===== config.mk =====
export PLATFORM = sky130hd
export DESIGN_NAME = circular_heading_lowpass
export DESIGN_NICKNAME = d
export VERILOG_FILES = /design/src/hdl/chl_pkg.sv /design/src/hdl/circular_heading_lowpass.sv /design/src/hdl/chl_arith.sv
export SDC_FILE = /design/constraint.sdc
export NUM_CORES = 1
export LEC_CHECK = 0
export BUFFER_PORTS_ARGS = -buffer_cell sky130_fd_sc_hd__clkbuf_2
export CAP_MARGIN = 20
export CORE_MARGIN = 4
export CORE_UTILIZATION = 40
export DETAILED_ROUTE_END_ITERATION = 8
export PLACE_DENSITY_LB_ADDON = 0.05
export RECOVER_POWER = 25
export SLEW_MARGIN = 20
export SYNTH_ARGS = -nofsm -noshare
export SYNTH_HDL_FRONTEND = slang
export SYNTH_SLANG_ARGS = --single-unit

===== constraint.sdc =====
create_clock -name clk -period 9.5 [get_ports clk]
set_clock_uncertainty 0.1 [all_clocks]
set_input_delay 1.425 -clock clk [delete_from_list [all_inputs] [get_ports clk]]
set_output_delay 1.425 -clock clk [all_outputs]
set_load 0.02 [all_outputs]

===== src/hdl/chl_pkg.sv =====
// Package for the circular heading low-pass filter.
// Holds the transaction structs, register map, constants and serial step counts.
// No dependencies; used by chl_arith and circular_heading_lowpass.
package chl_pkg;

    // Widths of the arithmetic operands.
    localparam int MAG_W = 25;   // magnitude of a shortest-arc difference
    localparam int DT_W  = 20;   // effective time gap, bounded by the gap limit
    localparam int DEN_W = 21;   // tau + dt
    localparam int SPD_W = 31;
    localparam int KMH_W = 30;
    localparam int HDG_W = 26;

    // Serial step counts: one multiplier bit, then one quotient bit per cycle.
    localparam int MUL_STEPS   = DT_W;
    localparam int DIV_STEPS   = MAG_W;
    localparam int SPD_DIVIDEND_W = SPD_W + 4;
    localparam int SPEED_STEPS = SPD_DIVIDEND_W;
    localparam int LAST_STEP   = MUL_STEPS + DIV_STEPS - 1;
    localparam int STEP_W      = $clog2(LAST_STEP + 1);

    localparam logic [4:0] SPEED_DIVISOR = 5'd25;

    localparam int FULL_TURN = 36000000;
    localparam int HALF_TURN = 18000000;

    // Register map, index = paddr[3:2].
    localparam int ADDR_W = 4;
    localparam logic [1:0] REG_TIME_CONSTANT = 2'd0;
    localparam logic [1:0] REG_GAP_LIMIT     = 2'd1;
    localparam logic [1:0] REG_MIN_SPEED     = 2'd2;

    localparam logic [15:0] TIME_CONSTANT_RESET = 16'd700;
    localparam logic [19:0] GAP_LIMIT_RESET     = 20'd5000;
    localparam logic [19:0] MIN_SPEED_RESET     = 20'd5556;

    typedef struct packed {
        logic               fix_valid;
        logic [31:0]        time_of_week_ms;
        logic [30:0]        ground_speed;
        logic signed [27:0] raw_heading;
    } in_item_t;

    typedef struct packed {
        logic [30:0] speed_out;
        logic [29:0] speed_kmh_centi;
        logic [25:0] heading_filtered;
        logic        heading_ok;
        logic        fix_ok;
    } out_item_t;

    // Operands handed to the serial arithmetic unit.
    typedef struct packed {
        logic [MAG_W-1:0] diff_mag;
        logic [DT_W-1:0]  dt;
        logic [DEN_W-1:0] den;
        logic [SPD_W-1:0] speed;
    } arith_req_t;

    typedef struct packed {
        logic [MAG_W-1:0] mag;
        logic [KMH_W-1:0] kmh;
    } arith_res_t;

endpackage


===== src/hdl/circular_heading_lowpass.sv =====
// Circular first-order low-pass filter on a receiver heading, top level.
// Input channel: in_valid/in_ready with one in_item_t fix per transaction.
// Output channel: out_valid/out_ready with one out_item_t result per fix.
// Configuration: APB-style port, registers at 0x0 (time constant, ms),
// 0x4 (gap limit, ms) and 0x8 (minimum heading speed, mm/s); pready is
// always high and reads return the register value.
// A valid fix passes through ST_PREP, ST_LOAD, ST_RUN and ST_POST before
// out_valid; in ST_RUN the serial unit works one multiplier bit and then one
// quotient bit per cycle. A new fix is taken in the cycle after the previous
// result is loaded, so only one fix is in flight at a time. An invalid fix
// bypasses the serial unit and goes from ST_IDLE straight to ST_POST.
// The finished result sits in an output register, so the next fix can be
// taken while the receiver stalls; only the following result then waits.
// Reset clears the filter state and loads the register defaults.
// Depends on chl_pkg and chl_arith.
module circular_heading_lowpass
    import chl_pkg::*;
(
    input  logic              clk,
    input  logic              rst_n,
    input  logic              in_valid,
    output logic              in_ready,
    input  in_item_t          in_item,
    output logic              out_valid,
    input  logic              out_ready,
    output out_item_t         out_item,
    input  logic              psel,
    input  logic              penable,
    input  logic              pwrite,
    input  logic [ADDR_W-1:0] paddr,
    input  logic [31:0]       pwdata,
    output logic [31:0]       prdata,
    output logic              pready
);

    typedef enum logic [2:0] {
        ST_IDLE,
        ST_PREP,
        ST_LOAD,
        ST_RUN,
        ST_POST
    } state_t;

    localparam logic signed [28:0] FULL_S = 29'(FULL_TURN);
    localparam logic signed [26:0] HALF_D = 27'(HALF_TURN);
    localparam logic signed [26:0] FULL_D = 27'(FULL_TURN);
    localparam logic signed [27:0] FULL_N = 28'(FULL_TURN);

    state_t             state_reg;
    logic [15:0]        tau_reg;
    logic [19:0]        gap_reg;
    logic [19:0]        min_speed_reg;
    logic               started_reg;
    logic [HDG_W-1:0]   hs_reg;
    logic [31:0]        prev_time_reg;
    in_item_t           in_reg;
    logic [HDG_W-1:0]   h_reg;
    logic [DT_W-1:0]    dt_reg;
    logic               neg_reg;
    logic               out_valid_reg;
    out_item_t          out_reg;

    logic               cfg_write;
    logic               in_fire;
    logic               slot_free;
    logic               arith_start;
    logic               arith_done;
    arith_req_t         arith_req;
    arith_res_t         arith_res;

    logic signed [28:0] raw_ext;
    logic signed [28:0] wrapped;
    logic [HDG_W-1:0]   h_next;
    logic [31:0]        dt_full;
    logic [DT_W-1:0]    dt_next;
    logic signed [26:0] diff0;
    logic signed [26:0] diff;
    logic [26:0]        diff_abs;
    logic signed [27:0] moved;
    logic signed [27:0] moved_wrapped;
    logic [HDG_W-1:0]   hs_new;
    out_item_t          result;

    assign pready    = 1'b1;
    assign cfg_write = psel && penable && pwrite;
    assign in_ready  = state_reg == ST_IDLE;
    assign in_fire   = in_valid && in_ready;
    assign slot_free = !out_valid_reg || out_ready;
    assign out_valid = out_valid_reg;
    assign out_item  = out_reg;

    always_comb
    begin
        case (paddr[3:2])
            REG_TIME_CONSTANT: prdata = {16'd0, tau_reg};
            REG_GAP_LIMIT:     prdata = {12'd0, gap_reg};
            REG_MIN_SPEED:     prdata = {12'd0, min_speed_reg};
            default:           prdata = '0;
        endcase
    end

    // Single wrap of the raw heading, then a clamp into one turn.
    always_comb
    begin
        raw_ext = 29'(in_reg.raw_heading);
        if (raw_ext < 0)
            wrapped = raw_ext + FULL_S;
        else if (raw_ext >= FULL_S)
            wrapped = raw_ext - FULL_S;
        else
            wrapped = raw_ext;
        if (wrapped < 0)
            h_next = '0;
        else if (wrapped > FULL_S - 29'sd1)
            h_next = HDG_W'(FULL_TURN - 1);
        else
            h_next = wrapped[HDG_W-1:0];

        dt_full = in_reg.time_of_week_ms - prev_time_reg;
        dt_next = (dt_full > {12'd0, gap_reg}) ? '0 : dt_full[DT_W-1:0];
    end

    // Shortest-arc difference between the new heading and the stored one.
    always_comb
    begin
        diff0 = $signed({1'b0, h_reg}) - $signed({1'b0, hs_reg});
        if (diff0 > HALF_D)
            diff = diff0 - FULL_D;
        else if (diff0 < -HALF_D)
            diff = diff0 + FULL_D;
        else
            diff = diff0;
        diff_abs = diff < 0 ? 27'(-diff) : 27'(diff);
    end

    assign arith_start        = state_reg == ST_LOAD;
    assign arith_req.diff_mag = diff_abs[MAG_W-1:0];
    assign arith_req.dt       = dt_reg;
    assign arith_req.den      = {5'd0, tau_reg} + {1'b0, dt_reg};
    assign arith_req.speed    = in_reg.ground_speed;

    chl_arith u_arith (
        .clk   (clk),
        .rst_n (rst_n),
        .start (arith_start),
        .req   (arith_req),
        .done  (arith_done),
        .res   (arith_res)
    );

    // Apply the filter step and build the result.
    always_comb
    begin
        moved = $signed({2'b00, hs_reg}) +
                (neg_reg ? -$signed({3'b000, arith_res.mag}) : $signed({3'b000, arith_res.mag}));
        if (moved < 0)
            moved_wrapped = moved + FULL_N;
        else if (moved >= FULL_N)
            moved_wrapped = moved - FULL_N;
        else
            moved_wrapped = moved;

        if (!started_reg)
            hs_new = h_reg;
        else if (dt_reg != '0)
            hs_new = moved_wrapped[HDG_W-1:0];
        else
            hs_new = hs_reg;

        if (in_reg.fix_valid)
        begin
            result.speed_out        = in_reg.ground_speed;
            result.speed_kmh_centi  = arith_res.kmh;
            result.heading_filtered = hs_new;
            result.heading_ok       = in_reg.ground_speed >= {11'd0, min_speed_reg};
            result.fix_ok           = 1'b1;
        end
        else
        begin
            result = '0;
        end
    end

    always_ff @(posedge clk or negedge rst_n)
    begin
        if (!rst_n)
        begin
            state_reg     <= ST_IDLE;
            tau_reg       <= TIME_CONSTANT_RESET;
            gap_reg       <= GAP_LIMIT_RESET;
            min_speed_reg <= MIN_SPEED_RESET;
            started_reg   <= 1'b0;
            hs_reg        <= '0;
            prev_time_reg <= '0;
            out_valid_reg <= 1'b0;
        end
        else
        begin
            if (cfg_write)
            begin
                case (paddr[3:2])
                    REG_TIME_CONSTANT: tau_reg <= pwdata[15:0];
                    REG_GAP_LIMIT:     gap_reg <= pwdata[19:0];
                    REG_MIN_SPEED:     min_speed_reg <= pwdata[19:0];
                    default:           ;
                endcase
            end

            // In ST_POST the output register is reloaded below instead.
            if (out_valid_reg && out_ready && state_reg != ST_POST)
                out_valid_reg <= 1'b0;

            case (state_reg)
                ST_IDLE:
                begin
                    if (in_fire)
                        state_reg <= in_item.fix_valid ? ST_PREP : ST_POST;
                end
                ST_PREP:
                    state_reg <= ST_LOAD;
                ST_LOAD:
                    state_reg <= ST_RUN;
                ST_RUN:
                begin
                    if (arith_done)
                        state_reg <= ST_POST;
                end
                ST_POST:
                begin
                    if (slot_free)
                    begin
                        out_valid_reg <= 1'b1;
                        state_reg     <= ST_IDLE;
                        if (in_reg.fix_valid)
                        begin
                            started_reg   <= 1'b1;
                            hs_reg        <= hs_new;
                            prev_time_reg <= in_reg.time_of_week_ms;
                        end
                        else
                        begin
                            started_reg   <= 1'b0;
                            hs_reg        <= '0;
                            prev_time_reg <= '0;
                        end
                    end
                end
                default:
                    state_reg <= ST_IDLE;
            endcase
        end
    end

    always_ff @(posedge clk)
    begin
        if (in_fire)
            in_reg <= in_item;
        if (state_reg == ST_PREP)
        begin
            h_reg  <= h_next;
            dt_reg <= dt_next;
        end
        if (state_reg == ST_LOAD)
            neg_reg <= diff < 0;
        if (state_reg == ST_POST && slot_free)
            out_reg <= result;
    end

endmodule


===== src/hdl/chl_arith.sv =====
// Bit-serial arithmetic for the heading filter: |diff|*dt/(tau+dt) by shift-add
// multiply and restoring division, plus speed*9/25 by restoring division.
// Depends on chl_pkg.
module chl_arith
    import chl_pkg::*;
(
    input  logic       clk,
    input  logic       rst_n,
    input  logic       start,
    input  arith_req_t req,
    output logic       done,
    output arith_res_t res
);

    logic                      busy_reg, busy_next;
    logic                      done_reg, done_next;
    logic [STEP_W-1:0]         step_reg, step_next;
    logic [MAG_W-1:0]          mcand_reg, mcand_next;
    logic [DEN_W-1:0]          den_reg, den_next;
    logic [MAG_W:0]            acc_reg, acc_next;
    logic [DT_W-1:0]           mlow_reg, mlow_next;
    logic [DEN_W-1:0]          rem_reg, rem_next;
    logic [MAG_W-1:0]          quo_reg, quo_next;
    logic [4:0]                sp_rem_reg, sp_rem_next;
    logic [SPD_DIVIDEND_W-1:0] sp_quo_reg, sp_quo_next;

    logic [MAG_W:0]            sum;
    logic [DEN_W:0]            trial;
    logic                      trial_ge;
    logic [5:0]                sp_trial;
    logic                      sp_ge;

    always_comb
    begin
        busy_next   = busy_reg;
        done_next   = 1'b0;
        step_next   = step_reg;
        mcand_next  = mcand_reg;
        den_next    = den_reg;
        acc_next    = acc_reg;
        mlow_next   = mlow_reg;
        rem_next    = rem_reg;
        quo_next    = quo_reg;
        sp_rem_next = sp_rem_reg;
        sp_quo_next = sp_quo_reg;

        sum      = acc_reg + (mlow_reg[0] ? {1'b0, mcand_reg} : '0);
        trial    = {rem_reg, quo_reg[MAG_W-1]};
        trial_ge = trial >= {1'b0, den_reg};
        sp_trial = {sp_rem_reg, sp_quo_reg[SPD_DIVIDEND_W-1]};
        sp_ge    = sp_trial >= {1'b0, SPEED_DIVISOR};

        if (start)
        begin
            busy_next   = 1'b1;
            step_next   = '0;
            mcand_next  = req.diff_mag;
            den_next    = req.den;
            acc_next    = '0;
            mlow_next   = req.dt;
            sp_rem_next = '0;
            sp_quo_next = {1'b0, req.speed, 3'b000} + {4'b0000, req.speed};
        end
        else if (busy_reg)
        begin
            if (step_reg < STEP_W'(MUL_STEPS))
            begin
                // LSB-first shift-add; the product ends up in {acc, mlow}.
                acc_next  = {1'b0, sum[MAG_W:1]};
                mlow_next = {sum[0], mlow_reg[DT_W-1:1]};
                if (step_reg == STEP_W'(MUL_STEPS - 1))
                begin
                    // The quotient fits in MAG_W bits, so the top product bits
                    // are already below the divisor and seed the remainder.
                    rem_next = acc_next[MAG_W-1 -: DEN_W-1] == '0 ?
                               {1'b0, acc_next[MAG_W-1:MAG_W-DEN_W+1]} :
                               {1'b0, acc_next[MAG_W-1:MAG_W-DEN_W+1]};
                    quo_next = {acc_next[MAG_W-DEN_W:0], mlow_next};
                end
            end
            else
            begin
                rem_next = trial_ge ? DEN_W'(trial - {1'b0, den_reg}) : trial[DEN_W-1:0];
                quo_next = {quo_reg[MAG_W-2:0], trial_ge};
            end

            if (step_reg < STEP_W'(SPEED_STEPS))
            begin
                sp_rem_next = sp_ge ? 5'(sp_trial - {1'b0, SPEED_DIVISOR}) : sp_trial[4:0];
                sp_quo_next = {sp_quo_reg[SPD_DIVIDEND_W-2:0], sp_ge};
            end

            if (step_reg == STEP_W'(LAST_STEP))
            begin
                busy_next = 1'b0;
                done_next = 1'b1;
            end
            else
            begin
                step_next = step_reg + 1'b1;
            end
        end
    end

    always_ff @(posedge clk or negedge rst_n)
    begin
        if (!rst_n)
        begin
            busy_reg <= 1'b0;
            done_reg <= 1'b0;
            step_reg <= '0;
        end
        else
        begin
            busy_reg <= busy_next;
            done_reg <= done_next;
            step_reg <= step_next;
        end
    end

    always_ff @(posedge clk)
    begin
        mcand_reg  <= mcand_next;
        den_reg    <= den_next;
        acc_reg    <= acc_next;
        mlow_reg   <= mlow_next;
        rem_reg    <= rem_next;
        quo_reg    <= quo_next;
        sp_rem_reg <= sp_rem_next;
        sp_quo_reg <= sp_quo_next;
    end

    assign done    = done_reg;
    assign res.mag = quo_reg;
    assign res.kmh = sp_quo_reg[KMH_W-1:0];

endmodule

==> impl_metrics.json <==
{
  "finalSetupViolations": 0,
  "required_ns": 9.78,
  "max_slew_margin": -1.71,
  "numCtsBuffers": 66,
  "totalWireLength_mm": 102,
  "rsz0062_at_grt": "no",
  "pin_count": 259,
  "nets": 4209,
  "tns_ns": 0,
  "status": "complete, but fails checks",
  "cts.sinks": 532,
  "die_area_mm2": 0.0919,
  "root_buffer": "clkbuf_16",
  "start_util": 0.406,
  "gp_congestion": 0.868,
  "netlist_area_mm2": 0.0348,
  "synth_warnings": 0,
  "core.rowCount": 107,
  "post_cts.repair.setup_buffers": 0,
  "grt_first_pass_wirelength_mm": 157,
  "netlist_instances": 3661,
  "syn_to_final_growth_pct": 13.0,
  "min_period_over_period": 0.750,
  "ys_ff_latch": 532,
  "swShare": 0.466,
  "tightest_slew_ns": 4.07,
  "largest_reg_flops": 89,
  "drc_errors": 0,
  "grt_usage": 0.218,
  "drive_gt1_frac": 0.117,
  "die-height_um": 303,
  "grt_start_max_net_pins": 131,
  "ir_drop_v": 0.000258,
  "cts.repair.resized": 0,
  "path_clk_slew_ns": 0.06,
  "finalHoldViolations": 0,
  "synthArstFlopShare": 0.239,
  "slew_violations": 315,
  "holdBufCountCts": 0,
  "critPathKind": "reg2reg",
  "max_clock_freq_ghz": 0.140,
  "fin_total_pwr_mw": 16.6,
  "ys_seq_area_frac": 0.432,
  "cts_tree": "done",
  "synth_area_per_cell_um2": 9.51,
  "clock_path_buffers": 3,
  "grt_antenna_before_repair": 6,
  "maxCapViolCount": 7,
  "clkPwrFrac": 0.163,
  "internal_power_mw": 8.89,
  "dp_hpwl_mm": 76.4,
  "synth-edff-count": 375,
  "worstPathArrival_ns": 7.40,
  "post_drt_wl_per_cell_um": 20.2,
  "power_density_mw_per_mm2": 423,
  "violations": "capacitance limit, slew limit",
  "vias": 27600,
  "synthFlopType": "edfxtp_1",
  "vias_per_cell": 5.48,
  "endpoint_kind": "register",
  "core_mm2": 0.0858,
  "fin_util": 0.459,
  "fin_crit_ns": 7.12,
  "ant_nets": 0,
  "cts_max_level": 3,
  "hp-class": "reg2reg",
  "grt_overflow_total": 0,
  "cp-start-kind": "register",
  "comb_power_share": 0.589,
  "grt_pass1_vias": 26900,
  "drtPass1Iterations": 5,
  "path_max_fanout": 13,
  "p_leak_nw": 16.1,
  "io_buffers": 231,
  "clkLatencyLatePin_ns": 0.64,
  "drt_iter0_drc": 1744,
  "synth_cell_types": 107,
  "p_seq_frac": 0.248,
  "die_w_um": 303,
  "p_sw_mw": 7.75
}
-- worst paths after layout --
path | start | cells past startpoint | end | slack (ns)
max reg2reg | u_arith.quo_reg[5] | 19 | out_item[14] | 2.38
min in group asynchronous | rst_n | 1 | hs_reg[2] | 2.13
min reg2reg | u_arith.acc_reg[0] | 2 | u_arith.acc_reg[0] | 0.36
max in group asynchronous | rst_n | 2 | prev_time_reg[3] | 4.59
max | u_arith.quo_reg[5] | 19 | out_item[14] | 2.38
min | u_arith.acc_reg[0] | 2 | u_arith.acc_reg[0] | 0.36
-- kinds of logic (layout without fill, tap and decap cells) --
logic type / after synthesis / in the layout / share of synthesized area
compound gates: 1009 / 1009 / 0.192
flops: 532 / 532 / 0.432
mux: 65 / 65 / 0.0197
simple gates: 1213 / 1213 / 0.173
buf+inv: 401 / 622 / 0.0454
other cells: 2 / 15 / 0.000216
fa+ha+maj: 235 / 235 / 0.0859
xor+xnor: 204 / 204 / 0.0515
-- critical path, stage by stage (launching register included) --
cell and delay [ns]:
edfxtp_1 0.44, or4_1 0.58, or4_1 0.59, or2_1 0.34
o21ai_0 0.21, xnor2_1 0.18, ha_1 0.36, nand3_1 0.15
nor2_1 0.11, a21oi_1 0.17, o221ai_1 0.14, a31oi_2 0.37
o21ai_0 0.24, xnor2_1 0.66, o211ai_1 0.42, a2111oi_4 0.77
nor2_2 0.18, a211o_1 0.31, a211o_1 0.36, and2_1 0.20
-- layer usage --
metal / track usage / vias to the layer above / routed length (um)
met5: 0 / - / 33
met3: 0.0407 / 122 / 5400
met1: 0.294 / 13100 / 46200
li1: - / 13700 / -
met2: 0.361 / 674 / 47400
met4: 0.0584 / 6 / 2750
-- cell usage after synthesis (all sizes together), types with 72 or more instances --
cell type / number / area (um2)
nor2: 211 / 797
o21ai: 291 / 1460
clkbuf: 118 / 443
nand2: 416 / 1560
dfrtp: 109 / 2730
ha: 228 / 2850
xnor2: 134 / 1170
and2: 121 / 757
inv: 240 / 901
a21oi: 214 / 1070
nand3: 89 / 445
a21o: 72 / 541
edfxtp: 375 / 11300
-- cells in the final DEF (no fill, tap or decap), types with 25 or more instances in the layout --
| master | n |
|---|---|
| edfxtp_1 | 375 |
| mux2_2 | 28 |
| nor2b_1 | 44 |
| a31oi_1 | 36 |
| dfxtp_1 | 30 |
| inv_1 | 237 |
| clkbuf_16 | 68 |
| ha_1 | 228 |
| and3_1 | 37 |
| o211ai_1 | 26 |
| nand2b_1 | 42 |
| nor4_1 | 27 |
| nor3_1 | 50 |
| nor3b_1 | 29 |
| clkbuf_1 | 30 |
| o21a_1 | 36 |
| nor2_1 | 207 |
| a21oi_1 | 212 |
| nand3_1 | 89 |
| a21boi_0 | 25 |
| a211oi_1 | 49 |
| xor2_1 | 69 |
| dfrtp_1 | 109 |
| nand4_1 | 36 |
| or3_1 | 30 |
| nand2_1 | 416 |
| and2_1 | 96 |
| and2_0 | 25 |
| o21ai_0 | 278 |
| mux2i_1 | 37 |
| o31ai_1 | 40 |
| a21o_1 | 72 |
| xnor2_1 | 134 |
| clkbuf_2 | 218 |
-- through the flow --
step | area (um2) | std cells | worst slack, ns | hold slack [ns]
floorplan | 34900 | 3672 | 3.59 | 0.332
global placement | 37100 | 4915 | 2.47 | 0.342
detailed placement | 37100 | 4915 | 2.47 | 0.353
CTS | 39400 | 5037 | 2.45 | 0.366
global route | 39400 | 5037 | 1.82 | 0.395
finish | 39400 | 5039 | 2.38 | 0.364
-- layout make-up --
cell class,instances,area (um2)
timing repair buffer,259,1340
multi-input combinational,2739,18300
fill,8325,46500
antenna,2,5.00
inverter,241,911
tap,1144,1430
sequential,532,15100
clock inverter,40,558
clock buffer,82,1770
-- power by group through the flow --
stage                     registers [mW]  clock network [mW]  logic (mW)
after floorplan                     4.02                   0        7.29
after global placement              4.16                   0        9.73
after detailed placement            4.16                   0        9.70
after CTS                           4.13                2.79        9.78
after global routing                4.21                2.88        11.0
final                               4.13                2.71        9.79
Note: power is estimated with default switching activity, not from simulation.
